### src/assert_macros.svh
// assertion helpers
`ifndef ASSERT_MACROS_SVH
`define ASSERT_MACROS_SVH

`define ASSERT_IMPL(label, clk, rst_n, a, c) \
    label: assert property (@(posedge clk) disable iff (!rst_n) (a) |-> (c)) \
        else $error("assertion failed");

`define ASSERT_NEXT(label, clk, rst_n, a, c) \
    label: assert property (@(posedge clk) disable iff (!rst_n) (a) |=> (c)) \
        else $error("assertion failed");

`endif

### src/rau_pkg.sv
package rau_pkg;
    localparam int NumW = 34;
    localparam int DenW = 33;

    typedef enum logic [2:0] {
        OP_ADD = 3'd0,
        OP_SUB = 3'd1,
        OP_MUL = 3'd2,
        OP_DIV = 3'd3,
        OP_EQ  = 3'd4
    } t_op;

    typedef enum logic [1:0] {
        ST_OK     = 2'd0,
        ST_ZDEN   = 2'd1,
        ST_DIVZ   = 2'd2
    } t_status;

    typedef struct packed {
        logic signed [NumW-1:0] res_num;
        logic [DenW-1:0]        res_den;
        logic                   is_equal;
        logic [1:0]             status;
    } t_res;

    typedef struct packed {
        logic [2:0]  opcode;
        logic [15:0] a_num;
        logic [15:0] a_den;
        logic [15:0] b_num;
        logic [15:0] b_den;
    } t_req;
endpackage

### src/rau_if.sv
interface rau_req_if;
    logic            valid;
    logic            ready;
    rau_pkg::t_req   data;
    modport source (output valid, output data, input ready);
    modport sink (input valid, input data, output ready);
endinterface

interface rau_res_if;
    logic            valid;
    logic            ready;
    rau_pkg::t_res   data;
    modport source (output valid, output data, input ready);
    modport sink (input valid, input data, output ready);
endinterface

### src/rational_arithmetic_unit.sv
// sequence: products registered on accept, a prep step, a binary gcd loop, then two
// divisions (numerator, then denominator, by the gcd) and a registered output;
// errors, unknown opcodes, equality tests and zero numerators skip the gcd and divisions
// throughput: one transaction at a time, input ready again once the result is taken
// reset: synchronous active low, clears the sequencer and output valid
`include "assert_macros.svh"

module rational_arithmetic_unit #(
    parameter int PART_WIDTH = 16
) (
    input  logic i_clk,
    input  logic i_rst_n,
    rau_req_if.sink   i_req,
    rau_res_if.source o_res
);
    localparam int PW = PART_WIDTH;
    localparam int MW = 2 * PW + 2;
    localparam int KW = $clog2(MW + 1);

    typedef enum logic [6:0] {
        S_IDLE = 7'b0000001,
        S_PREP = 7'b0000010,
        S_TWO  = 7'b0000100,
        S_ODD  = 7'b0001000,
        S_LOOP = 7'b0010000,
        S_DIVN = 7'b0100000,
        S_DIVD = 7'b1000000
    } t_state;

    t_state r_state;

    logic [PW-1:0] an_m, ad_m, bn_m, bd_m;
    logic an_s, ad_s, bn_s, bd_s;
    logic [2:0] op;

    function automatic logic [PW-1:0] magn(input logic [15:0] raw);
        logic [PW-1:0] v;
        v = PW'(raw);
        return v[PW-1] ? (~v + 1'b1) : v;
    endfunction

    function automatic logic sgn(input logic [15:0] raw);
        logic [PW-1:0] v;
        v = PW'(raw);
        return v[PW-1];
    endfunction

    always_comb begin
        op   = i_req.data.opcode;
        an_m = magn(i_req.data.a_num); an_s = sgn(i_req.data.a_num);
        ad_m = magn(i_req.data.a_den); ad_s = sgn(i_req.data.a_den);
        bn_m = magn(i_req.data.b_num); bn_s = sgn(i_req.data.b_num);
        bd_m = magn(i_req.data.b_den); bd_s = sgn(i_req.data.b_den);
    end

    // first stage products
    logic [2*PW-1:0] r_p0, r_p1, r_p2;
    logic r_s0, r_s1, r_s2;
    logic [2:0] r_op;
    logic [MW-1:0] r_nm, r_dm, r_x, r_y;
    logic r_neg;
    logic [KW-1:0] r_k;
    logic [MW-1:0] r_g;
    logic [MW-1:0] r_qn;
    logic div_start, div_done;
    logic [MW-1:0] div_a, div_b, div_q;
    logic [MW-1:0] sum_mag;
    logic sum_neg;
    logic [MW-1:0] ymx;

    always_comb begin
        logic [MW-1:0] a0, a1;
        a0 = MW'(r_p0);
        a1 = MW'(r_p1);
        if (r_s0 == r_s1) begin
            sum_mag = a0 + a1; sum_neg = r_s0;
        end else if (a0 >= a1) begin
            sum_mag = a0 - a1; sum_neg = r_s0;
        end else begin
            sum_mag = a1 - a0; sum_neg = r_s1;
        end
        ymx = r_y - r_x;
    end

    logic r_ovalid;
    rau_pkg::t_res r_out;
    assign o_res.valid = r_ovalid;
    assign o_res.data  = r_out;
    assign i_req.ready = (r_state == S_IDLE) && !r_ovalid;

    logic fire;
    assign fire = i_req.valid && i_req.ready;
    assign div_a = (r_state == S_DIVN) ? r_nm : r_dm;
    assign div_b = r_g;

    rau_divider #(.W(MW)) u_div (
        .i_clk      (i_clk),
        .i_rst_n    (i_rst_n),
        .i_start    (div_start),
        .i_dividend (div_a),
        .i_divisor  (div_b),
        .o_done     (div_done),
        .o_quot     (div_q)
    );

    logic r_dstart;
    assign div_start = r_dstart;

    always_ff @(posedge i_clk) begin
        if (!i_rst_n) begin
            r_state  <= S_IDLE;
            r_ovalid <= 1'b0;
            r_dstart <= 1'b0;
        end else begin
            r_dstart <= 1'b0;
            if (r_ovalid && o_res.ready) r_ovalid <= 1'b0;
            unique case (r_state)
                S_IDLE: begin
                    if (fire) begin
                        r_op <= op;
                        r_out.is_equal <= 1'b0;
                        r_out.res_num  <= '0;
                        r_out.res_den  <= rau_pkg::DenW'(1);
                        if (ad_m == '0 || bd_m == '0) begin
                            r_out.status <= rau_pkg::ST_ZDEN;
                            r_ovalid <= 1'b1;
                        end else if (op == rau_pkg::OP_DIV && bn_m == '0) begin
                            r_out.status <= rau_pkg::ST_DIVZ;
                            r_ovalid <= 1'b1;
                        end else if (op > rau_pkg::OP_EQ) begin
                            r_out.status <= rau_pkg::ST_OK;
                            r_ovalid <= 1'b1;
                        end else begin
                            r_out.status <= rau_pkg::ST_OK;
                            r_state <= S_PREP;
                            unique case (op)
                                rau_pkg::OP_MUL: begin
                                    r_p0 <= an_m * bn_m; r_s0 <= an_s ^ bn_s;
                                    r_p2 <= ad_m * bd_m; r_s2 <= ad_s ^ bd_s;
                                end
                                rau_pkg::OP_DIV: begin
                                    r_p0 <= an_m * bd_m; r_s0 <= an_s ^ bd_s;
                                    r_p2 <= ad_m * bn_m; r_s2 <= ad_s ^ bn_s;
                                end
                                default: begin
                                    r_p0 <= an_m * bd_m; r_s0 <= an_s ^ bd_s;
                                    r_p1 <= bn_m * ad_m;
                                    r_s1 <= bn_s ^ ad_s ^ (op == rau_pkg::OP_SUB);
                                    r_p2 <= ad_m * bd_m; r_s2 <= ad_s ^ bd_s;
                                end
                            endcase
                        end
                    end
                end
                S_PREP: begin
                    logic [MW-1:0] nm;
                    logic nn;
                    if (r_op == rau_pkg::OP_ADD || r_op == rau_pkg::OP_SUB) begin
                        nm = sum_mag; nn = sum_neg;
                    end else begin
                        nm = MW'(r_p0); nn = r_s0;
                    end
                    if (r_op == rau_pkg::OP_EQ) begin
                        r_out.is_equal <= (r_p0 == r_p1) &&
                            ((r_s0 == (r_s1 ^ 1'b0)) || r_p0 == '0);
                        r_ovalid <= 1'b1;
                        r_state  <= S_IDLE;
                    end else if (nm == '0) begin
                        r_ovalid <= 1'b1;
                        r_state  <= S_IDLE;
                    end else begin
                        r_nm <= nm; r_dm <= MW'(r_p2);
                        r_neg <= nn ^ r_s2;
                        r_x <= nm; r_y <= MW'(r_p2);
                        r_k <= '0;
                        r_state <= S_TWO;
                    end
                end
                S_TWO: begin
                    if (!r_x[0] && !r_y[0]) begin
                        r_x <= r_x >> 1; r_y <= r_y >> 1; r_k <= r_k + 1'b1;
                    end else begin
                        r_state <= S_ODD;
                    end
                end
                S_ODD: begin
                    if (!r_x[0]) r_x <= r_x >> 1;
                    else r_state <= S_LOOP;
                end
                S_LOOP: begin
                    if (r_y == '0) begin
                        r_g <= r_x << r_k;
                        r_dstart <= 1'b1;
                        r_state <= S_DIVN;
                    end else if (!r_y[0]) begin
                        r_y <= r_y >> 1;
                    end else if (r_x > r_y) begin
                        r_x <= r_y; r_y <= r_x - r_y;
                    end else begin
                        r_y <= ymx;
                    end
                end
                S_DIVN: begin
                    if (div_done) begin
                        r_qn <= div_q;
                        r_dstart <= 1'b1;
                        r_state <= S_DIVD;
                    end
                end
                S_DIVD: begin
                    if (div_done) begin
                        r_out.res_num <= rau_pkg::NumW'(r_neg ? (~r_qn + 1'b1) : r_qn);
                        r_out.res_den <= rau_pkg::DenW'(div_q);
                        r_ovalid <= 1'b1;
                        r_state <= S_IDLE;
                    end
                end
                default: r_state <= S_IDLE;
            endcase
        end
    end

    `ASSERT_IMPL(a_ready_idle, i_clk, i_rst_n, i_req.ready, r_state == S_IDLE)
    `ASSERT_IMPL(a_den_pos, i_clk, i_rst_n, r_ovalid && PW == 16, r_out.res_den != '0)
    `ASSERT_NEXT(a_busy_after, i_clk, i_rst_n, fire, !i_req.ready)
endmodule

### src/rau_divider.sv
module rau_divider #(
    parameter int W = 66
) (
    input  logic         i_clk,
    input  logic         i_rst_n,
    input  logic         i_start,
    input  logic [W-1:0] i_dividend,
    input  logic [W-1:0] i_divisor,
    output logic         o_done,
    output logic [W-1:0] o_quot
);
    localparam int CW = $clog2(W + 1);

    logic [W-1:0]  r_q, n_q;
    logic [W:0]    r_rem, n_rem;
    logic [W-1:0]  r_div;
    logic [CW-1:0] r_cnt;
    logic          r_busy;
    logic [W:0]    shifted;
    logic [W:0]    diff;

    always_comb begin
        shifted = {r_rem[W-1:0], r_q[W-1]};
        diff    = shifted - {1'b0, r_div};
        if (!diff[W]) begin
            n_rem = diff;
            n_q   = {r_q[W-2:0], 1'b1};
        end else begin
            n_rem = shifted;
            n_q   = {r_q[W-2:0], 1'b0};
        end
    end

    always_ff @(posedge i_clk) begin
        if (!i_rst_n) begin
            r_busy <= 1'b0;
            o_done <= 1'b0;
            r_cnt  <= '0;
        end else begin
            o_done <= 1'b0;
            if (i_start) begin
                r_busy <= 1'b1;
                r_cnt  <= CW'(W);
            end else if (r_busy) begin
                r_cnt <= r_cnt - 1'b1;
                if (r_cnt == CW'(1)) begin
                    r_busy <= 1'b0;
                    o_done <= 1'b1;
                end
            end
        end
    end

    always_ff @(posedge i_clk) begin
        if (i_start) begin
            r_q   <= i_dividend;
            r_rem <= '0;
            r_div <= i_divisor;
        end else if (r_busy) begin
            r_q   <= n_q;
            r_rem <= n_rem;
        end
    end

    assign o_quot = r_q;
endmodule

### src/flat_wrapper.sv
// flat-port wrapper written by rule: the top's interface ports become plain ports
module rational_arithmetic_unit_flat 
#(
    parameter int PART_WIDTH = 16
)
  (i_clk, i_rst_n, i_req_valid, i_req_data, i_req_ready, o_res_valid, o_res_data, o_res_ready);
  rau_req_if i_req_i ();
  rau_res_if o_res_i ();
  input  logic i_clk;
  input  logic i_rst_n;
  input wire logic [$bits(i_req_i.valid)-1:0] i_req_valid;
  input wire logic [$bits(i_req_i.data)-1:0] i_req_data;
  output wire logic [$bits(i_req_i.ready)-1:0] i_req_ready;
  output wire logic [$bits(o_res_i.valid)-1:0] o_res_valid;
  output wire logic [$bits(o_res_i.data)-1:0] o_res_data;
  input wire logic [$bits(o_res_i.ready)-1:0] o_res_ready;
  assign i_req_i.valid = i_req_valid;
  assign i_req_i.data = i_req_data;
  assign i_req_ready = i_req_i.ready;
  assign o_res_valid = o_res_i.valid;
  assign o_res_data = o_res_i.data;
  assign o_res_i.ready = o_res_ready;
  rational_arithmetic_unit #(.PART_WIDTH(PART_WIDTH)) u_core (.i_clk(i_clk), .i_rst_n(i_rst_n), .i_req(i_req_i), .o_res(o_res_i));
endmodule
### config.mk
export PLATFORM = sky130hd
export DESIGN_NAME = rational_arithmetic_unit_flat
export DESIGN_NICKNAME = d
export VERILOG_FILES = /design/src/rau_pkg.sv /design/src/rau_if.sv /design/src/rational_arithmetic_unit.sv /design/src/rau_divider.sv /design/src/flat_wrapper.sv
export VERILOG_INCLUDE_DIRS = /design/src /design/src/src
export SDC_FILE = /design/constraint.sdc
export NUM_CORES = 2
export LEC_CHECK = 0
export ABC_CLOCK_PERIOD_IN_PS = 17600
export BUFFER_PORTS_ARGS = -buffer_cell sky130_fd_sc_hd__buf_2
export CELL_PAD_IN_SITES_DETAIL_PLACEMENT = 1
export CELL_PAD_IN_SITES_GLOBAL_PLACEMENT = 1
export CORE_UTILIZATION = 55
export CTS_CLUSTER_SIZE = 40
export DETAILED_ROUTE_END_ITERATION = 10
export PLACE_DENSITY = 0.95
export SLEW_MARGIN = 20
export SYNTH_ARGS = -nofsm -noshare
export SYNTH_HDL_FRONTEND = slang
export SYNTH_SLANG_ARGS = --single-unit
### constraint.sdc
create_clock -name i_clk -period 17.6 [get_ports i_clk]
set_input_delay 4.4 -clock i_clk [delete_from_list [all_inputs] [get_ports i_clk]]
set_output_delay 4.4 -clock i_clk [all_outputs]
set_load 0.005 [all_outputs]
==> results.json <==
{
  "run_status": "finished clean",
  "path_clk_slew_ns": 0.08,
  "grtUsageMet3_pct": 16.9,
  "timing.slew.headroom_pct": 17.8,
  "timing.final.crit_period_ns": 14.00,
  "crit_required_ns": 17.99,
  "clock_tree.htree_level_count": 2,
  "category_of_the_worst_setup_path_launch_point": "primary input",
  "clock_latency_ns": 0.68,
  "reported_max_cap_violation_count": 0,
  "postSynthNetCount": 8877,
  "grt_util_met2_pct": 75.4,
  "post-route-worst-setup-slack_ns": 3.60,
  "worst-slew-pin-transition_ns": 1.22,
  "total_count_of_max_transition_violations_in_the_final_report": 0,
  "synth-warning-count": 0,
  "top_usage_layer": "met2",
  "routed_wirelength_um": 296000,
  "cts_repair_resize_count": 0,
  "worst-setup-path-type": "in2reg",
  "finalWeightedCongestion": 1.10,
  "cts-root-buf": "sky130_fd_sc_hd__clkbuf_16",
  "post_route_cells_drive_above_1_share_pct": 7.19,
  "ys_top_cells_by_area": "sky130_fd_sc_hd__fa_1 24%, sky130_fd_sc_hd__edfxtp_1 20%, sky130_fd_sc_hd__ha_1 12%",
  "routed_via_density": 6.92,
  "synth_cell_type_count": 89,
  "yosys.area.top_type": "sky130_fd_sc_hd__fa_1",
  "grt_pass1_vias": 69300,
  "met1_usage_pct": 51.1,
  "syn_avg_cell_area_um2": 8.94,
  "fin_setup_tns_ns": 0,
  "unrepaired_setup_endpoints_after_global_routing": "no",
  "die_w_um": 349,
  "synth_seq_cells": 500,
  "hold_path_end": "u_core.u_div.r_div[19]",
  "global_route.overflow_total": 0,
  "detailroute.via_count": 62600,
  "dr.pass1.iters": 8,
  "grt_pass1_wl_um": 437000,
  "final.period_utilization_pct": 79.5,
  "synth_top_area_share_pct": 23.7,
  "cts_tree": "built",
  "number_of_buffers_created_by_cts": 52,
  "clk_path_buf_depth": 3,
  "hold_buffers": 0,
  "ys_async_sr_fraction_pct": 0,
  "class_of_the_tightest_hold_or_removal_check": "reg2reg",
  "grt_usage_pct": 48.4,
  "synth_seq_area_share_pct": 21.9,
  "mean_routed_wirelength_per_cell_um": 32.7,
  "ff2ff_path_depth": 17,
  "initial_core_util_pct": 55.7,
  "flow.area_growth_from_synthesis_pct": 7.80,
  "row_cnt": 126,
  "post-place-cells": 8941,
  "reg2reg_slack_ns": 10.37,
  "number_of_fillers_in_the_final_layout": 13600,
  "max_freq_mhz": 71.4,
  "dp_hpwl_um": 213000,
  "critical_path.endpoint_type": "flip-flop",
  "mapped_area_mm2": 0.0661,
  "top_level_ports": 143,
  "min_delay_path_depth": 0,
  "drt_first_iter_violations": 8461,
  "post_cts.repair.setup_buffers": 0,
  "antenna_left": 0,
  "nNetsFinal": 8875,
  "initial_antenna_violation_count": 34,
  "dominantRegCellSynth": "sky130_fd_sc_hd__edfxtp_1",
  "worstPathMaxFanout": 24,
  "timing.final.hold_violations": 0,
  "rr_startpoint": "u_core.r_p1[18]",
  "die_ar_mm2": 0.122,
  "hp-start": "u_core.div_b[19]",
  "placeableCoreArea_mm2": 0.119,
  "syn-instance-count": 7401,
  "instances_no_fill": 9056,
  "cts_num_sinks": 500,
  "stdcell_area_mm2": 0.0713,
  "finalClockSkew_ns": 0.0548,
  "grt_start_max_net_pins": 70,
  "dp_slack_ns": 3.52,
  "finalSetupViolations": 0,
  "dpl_cell_area_mm2": 0.0694,
  "synth-edff-count": 449,
  "port-buffer-count": 142,
  "crit-reg2reg-capture": "u_core.r_dm[10]",
  "post-route-drc-count": 0,
  "arrival_ns": 14.39,
  "die-height_um": 349
}
-- stage by stage --
stage | utilization, % | hold slack [ns]
detailed placement | 58.4 | 0.406
global placement | 58.4 | 0.403
global route | 60.0 | 0.434
floorplan | - | 0.400
finish | 60.1 | 0.426
CTS | 59.9 | 0.424
-- Yosys cell counts (33+ instances only) --
cell type / n
sky130_fd_sc_hd__inv_1: 1128
sky130_fd_sc_hd__nand2_1: 884
sky130_fd_sc_hd__nor2_1: 829
sky130_fd_sc_hd__fa_1: 782
sky130_fd_sc_hd__ha_1: 623
sky130_fd_sc_hd__edfxtp_1: 449
sky130_fd_sc_hd__a21oi_1: 360
sky130_fd_sc_hd__clkbuf_1: 311
sky130_fd_sc_hd__o21ai_0: 290
sky130_fd_sc_hd__xnor2_1: 200
sky130_fd_sc_hd__a21o_1: 144
sky130_fd_sc_hd__xor2_1: 138
sky130_fd_sc_hd__mux2i_1: 89
sky130_fd_sc_hd__nor3_1: 79
sky130_fd_sc_hd__and2_1: 65
sky130_fd_sc_hd__nand3_1: 59
sky130_fd_sc_hd__o21bai_1: 59
sky130_fd_sc_hd__nand2b_1: 53
sky130_fd_sc_hd__dfxtp_1: 51
sky130_fd_sc_hd__a211oi_1: 49
sky130_fd_sc_hd__a22oi_1: 49
sky130_fd_sc_hd__nor4_1: 42
sky130_fd_sc_hd__or3_1: 42
sky130_fd_sc_hd__o31ai_1: 40
sky130_fd_sc_hd__a31oi_1: 39
sky130_fd_sc_hd__nor2b_1: 39
sky130_fd_sc_hd__nand4_1: 37
sky130_fd_sc_hd__o21a_1: 33
-- worst max path at each step --
stage / from / end / depth (start not counted)
6_report: i_req_data[0] / u_core.r_p2[24] / 28
5_1_grt: i_req_data[0] / u_core.r_p2[24] / 28
3_3_place_gp: i_req_data[16] / u_core.r_p0[30] / 31
4_1_cts: i_req_data[16] / u_core.r_p0[30] / 30
2_1_floorplan: i_req_data[35] / u_core.r_p2[29] / 27
3_5_place_dp: i_req_data[16] / u_core.r_p0[30] / 30
-- worst max-delay path, cell delays in order --
cell,delay [ns]
sky130_fd_sc_hd__buf_2,0.66
sky130_fd_sc_hd__inv_1,0.61
sky130_fd_sc_hd__ha_1,0.45
sky130_fd_sc_hd__nand2b_1,0.11
sky130_fd_sc_hd__o21ai_0,0.19
sky130_fd_sc_hd__xor2_4,0.73
sky130_fd_sc_hd__buf_4,0.48
sky130_fd_sc_hd__nor2_1,0.12
sky130_fd_sc_hd__fa_1,0.54
sky130_fd_sc_hd__fa_1,0.52
sky130_fd_sc_hd__ha_1,0.20
sky130_fd_sc_hd__inv_1,0.07
sky130_fd_sc_hd__fa_1,0.49
sky130_fd_sc_hd__inv_1,0.08
sky130_fd_sc_hd__fa_1,0.57
sky130_fd_sc_hd__fa_1,0.45
sky130_fd_sc_hd__ha_1,0.25
sky130_fd_sc_hd__or3_1,0.41
sky130_fd_sc_hd__a21oi_1,0.27
sky130_fd_sc_hd__o21bai_1,0.17
sky130_fd_sc_hd__o311a_1,0.35
sky130_fd_sc_hd__o31ai_1,0.67
sky130_fd_sc_hd__o21ai_0,0.37
sky130_fd_sc_hd__o211ai_1,0.29
sky130_fd_sc_hd__nand2b_1,0.11
sky130_fd_sc_hd__a21oi_1,0.20
sky130_fd_sc_hd__xor2_1,0.38
sky130_fd_sc_hd__o21ai_0,0.20
-- metal layers --
layer	vias up	routed length, um
met1	30400	91900
met3	2389	38900
li1	24400	-
met4	32	34800
met2	5428	130000
met5	-	213
-- state kept, by name, indices dropped and copies added, names as in the netlist, 34 cells and up --
register	flops
u_core.u_div.r_rem	34
u_core.u_div.r_div	34
u_core.div_b	34
u_core.r_y	34
u_core.r_qn	34
u_core.o_res.data	70
u_core.u_div.o_quot	34
u_core.r_nm	34
u_core.r_x	34
-- placed cells by master, fill, tap and decap left out, types with 17 or more instances in the layout --
master	count
sky130_fd_sc_hd__ha_1	623
sky130_fd_sc_hd__mux2i_1	89
sky130_fd_sc_hd__o21bai_1	59
sky130_fd_sc_hd__nand2_1	884
sky130_fd_sc_hd__clkbuf_16	52
sky130_fd_sc_hd__a22oi_1	49
sky130_fd_sc_hd__dfxtp_1	49
sky130_fd_sc_hd__and2_1	64
sky130_fd_sc_hd__a21boi_0	29
sky130_fd_sc_hd__o21a_1	33
sky130_fd_sc_hd__a21oi_1	359
sky130_fd_sc_hd__xnor2_2	28
sky130_fd_sc_hd__xnor2_1	162
sky130_fd_sc_hd__mux4_2	19
sky130_fd_sc_hd__nor2b_1	37
sky130_fd_sc_hd__buf_4	153
sky130_fd_sc_hd__or3_1	42
sky130_fd_sc_hd__xor2_1	117
sky130_fd_sc_hd__o31ai_1	39
sky130_fd_sc_hd__a222oi_1	17
sky130_fd_sc_hd__fa_1	782
sky130_fd_sc_hd__edfxtp_1	449
sky130_fd_sc_hd__nor2_1	825
sky130_fd_sc_hd__or2_2	18
sky130_fd_sc_hd__buf_2	144
sky130_fd_sc_hd__nand4_1	37
sky130_fd_sc_hd__o21ai_0	287
sky130_fd_sc_hd__inv_1	1128
sky130_fd_sc_hd__nor3_1	78
sky130_fd_sc_hd__or4_1	22
sky130_fd_sc_hd__nor4_1	41
sky130_fd_sc_hd__a31oi_1	39
sky130_fd_sc_hd__o211ai_1	31
sky130_fd_sc_hd__a311oi_1	32
sky130_fd_sc_hd__nand3_1	59
sky130_fd_sc_hd__a21o_1	144
sky130_fd_sc_hd__and3_1	19
sky130_fd_sc_hd__a211oi_1	49
sky130_fd_sc_hd__nand2b_1	53
-- cell families (layout without fill, tap and decap cells) --
| logic type | Yosys count | in the layout | synth area share, % |
|---|---|---|---|
| other | 0 | 16 | 0 |
| AND/OR/NAND/NOR | 2240 | 2240 | 14.7 |
| AO/OA/AOI/OAI | 1312 | 1312 | 12.8 |
| XOR/XNOR | 338 | 338 | 4.48 |
| flip-flops | 500 | 500 | 21.9 |
| buffers and inverters | 1488 | 1527 | 8.52 |
| multiplexers | 118 | 118 | 2.16 |
| adder cells (fa/ha/maj) | 1405 | 1405 | 35.5 |
-- area by class of cell --
| cell class | instances | area [um2] | area share, % |
|---|---|---|---|
| well taps | 1600 | 2000 | 2.81 |
| inverters | 1132 | 4250 | 5.96 |
| clock buffers | 59 | 1340 | 1.88 |
| repair buffers | 300 | 1930 | 2.70 |
| diodes | 16 | 40.0 | 0.0561 |
| clock inverters | 36 | 464 | 0.651 |
| flip-flops and latches | 500 | 14500 | 20.3 |
| multi-input cells | 5413 | 46800 | 65.6 |
Power is not shown: default switching activity piles up to over one toggle a cycle in this logic, so the estimate is an artifact.
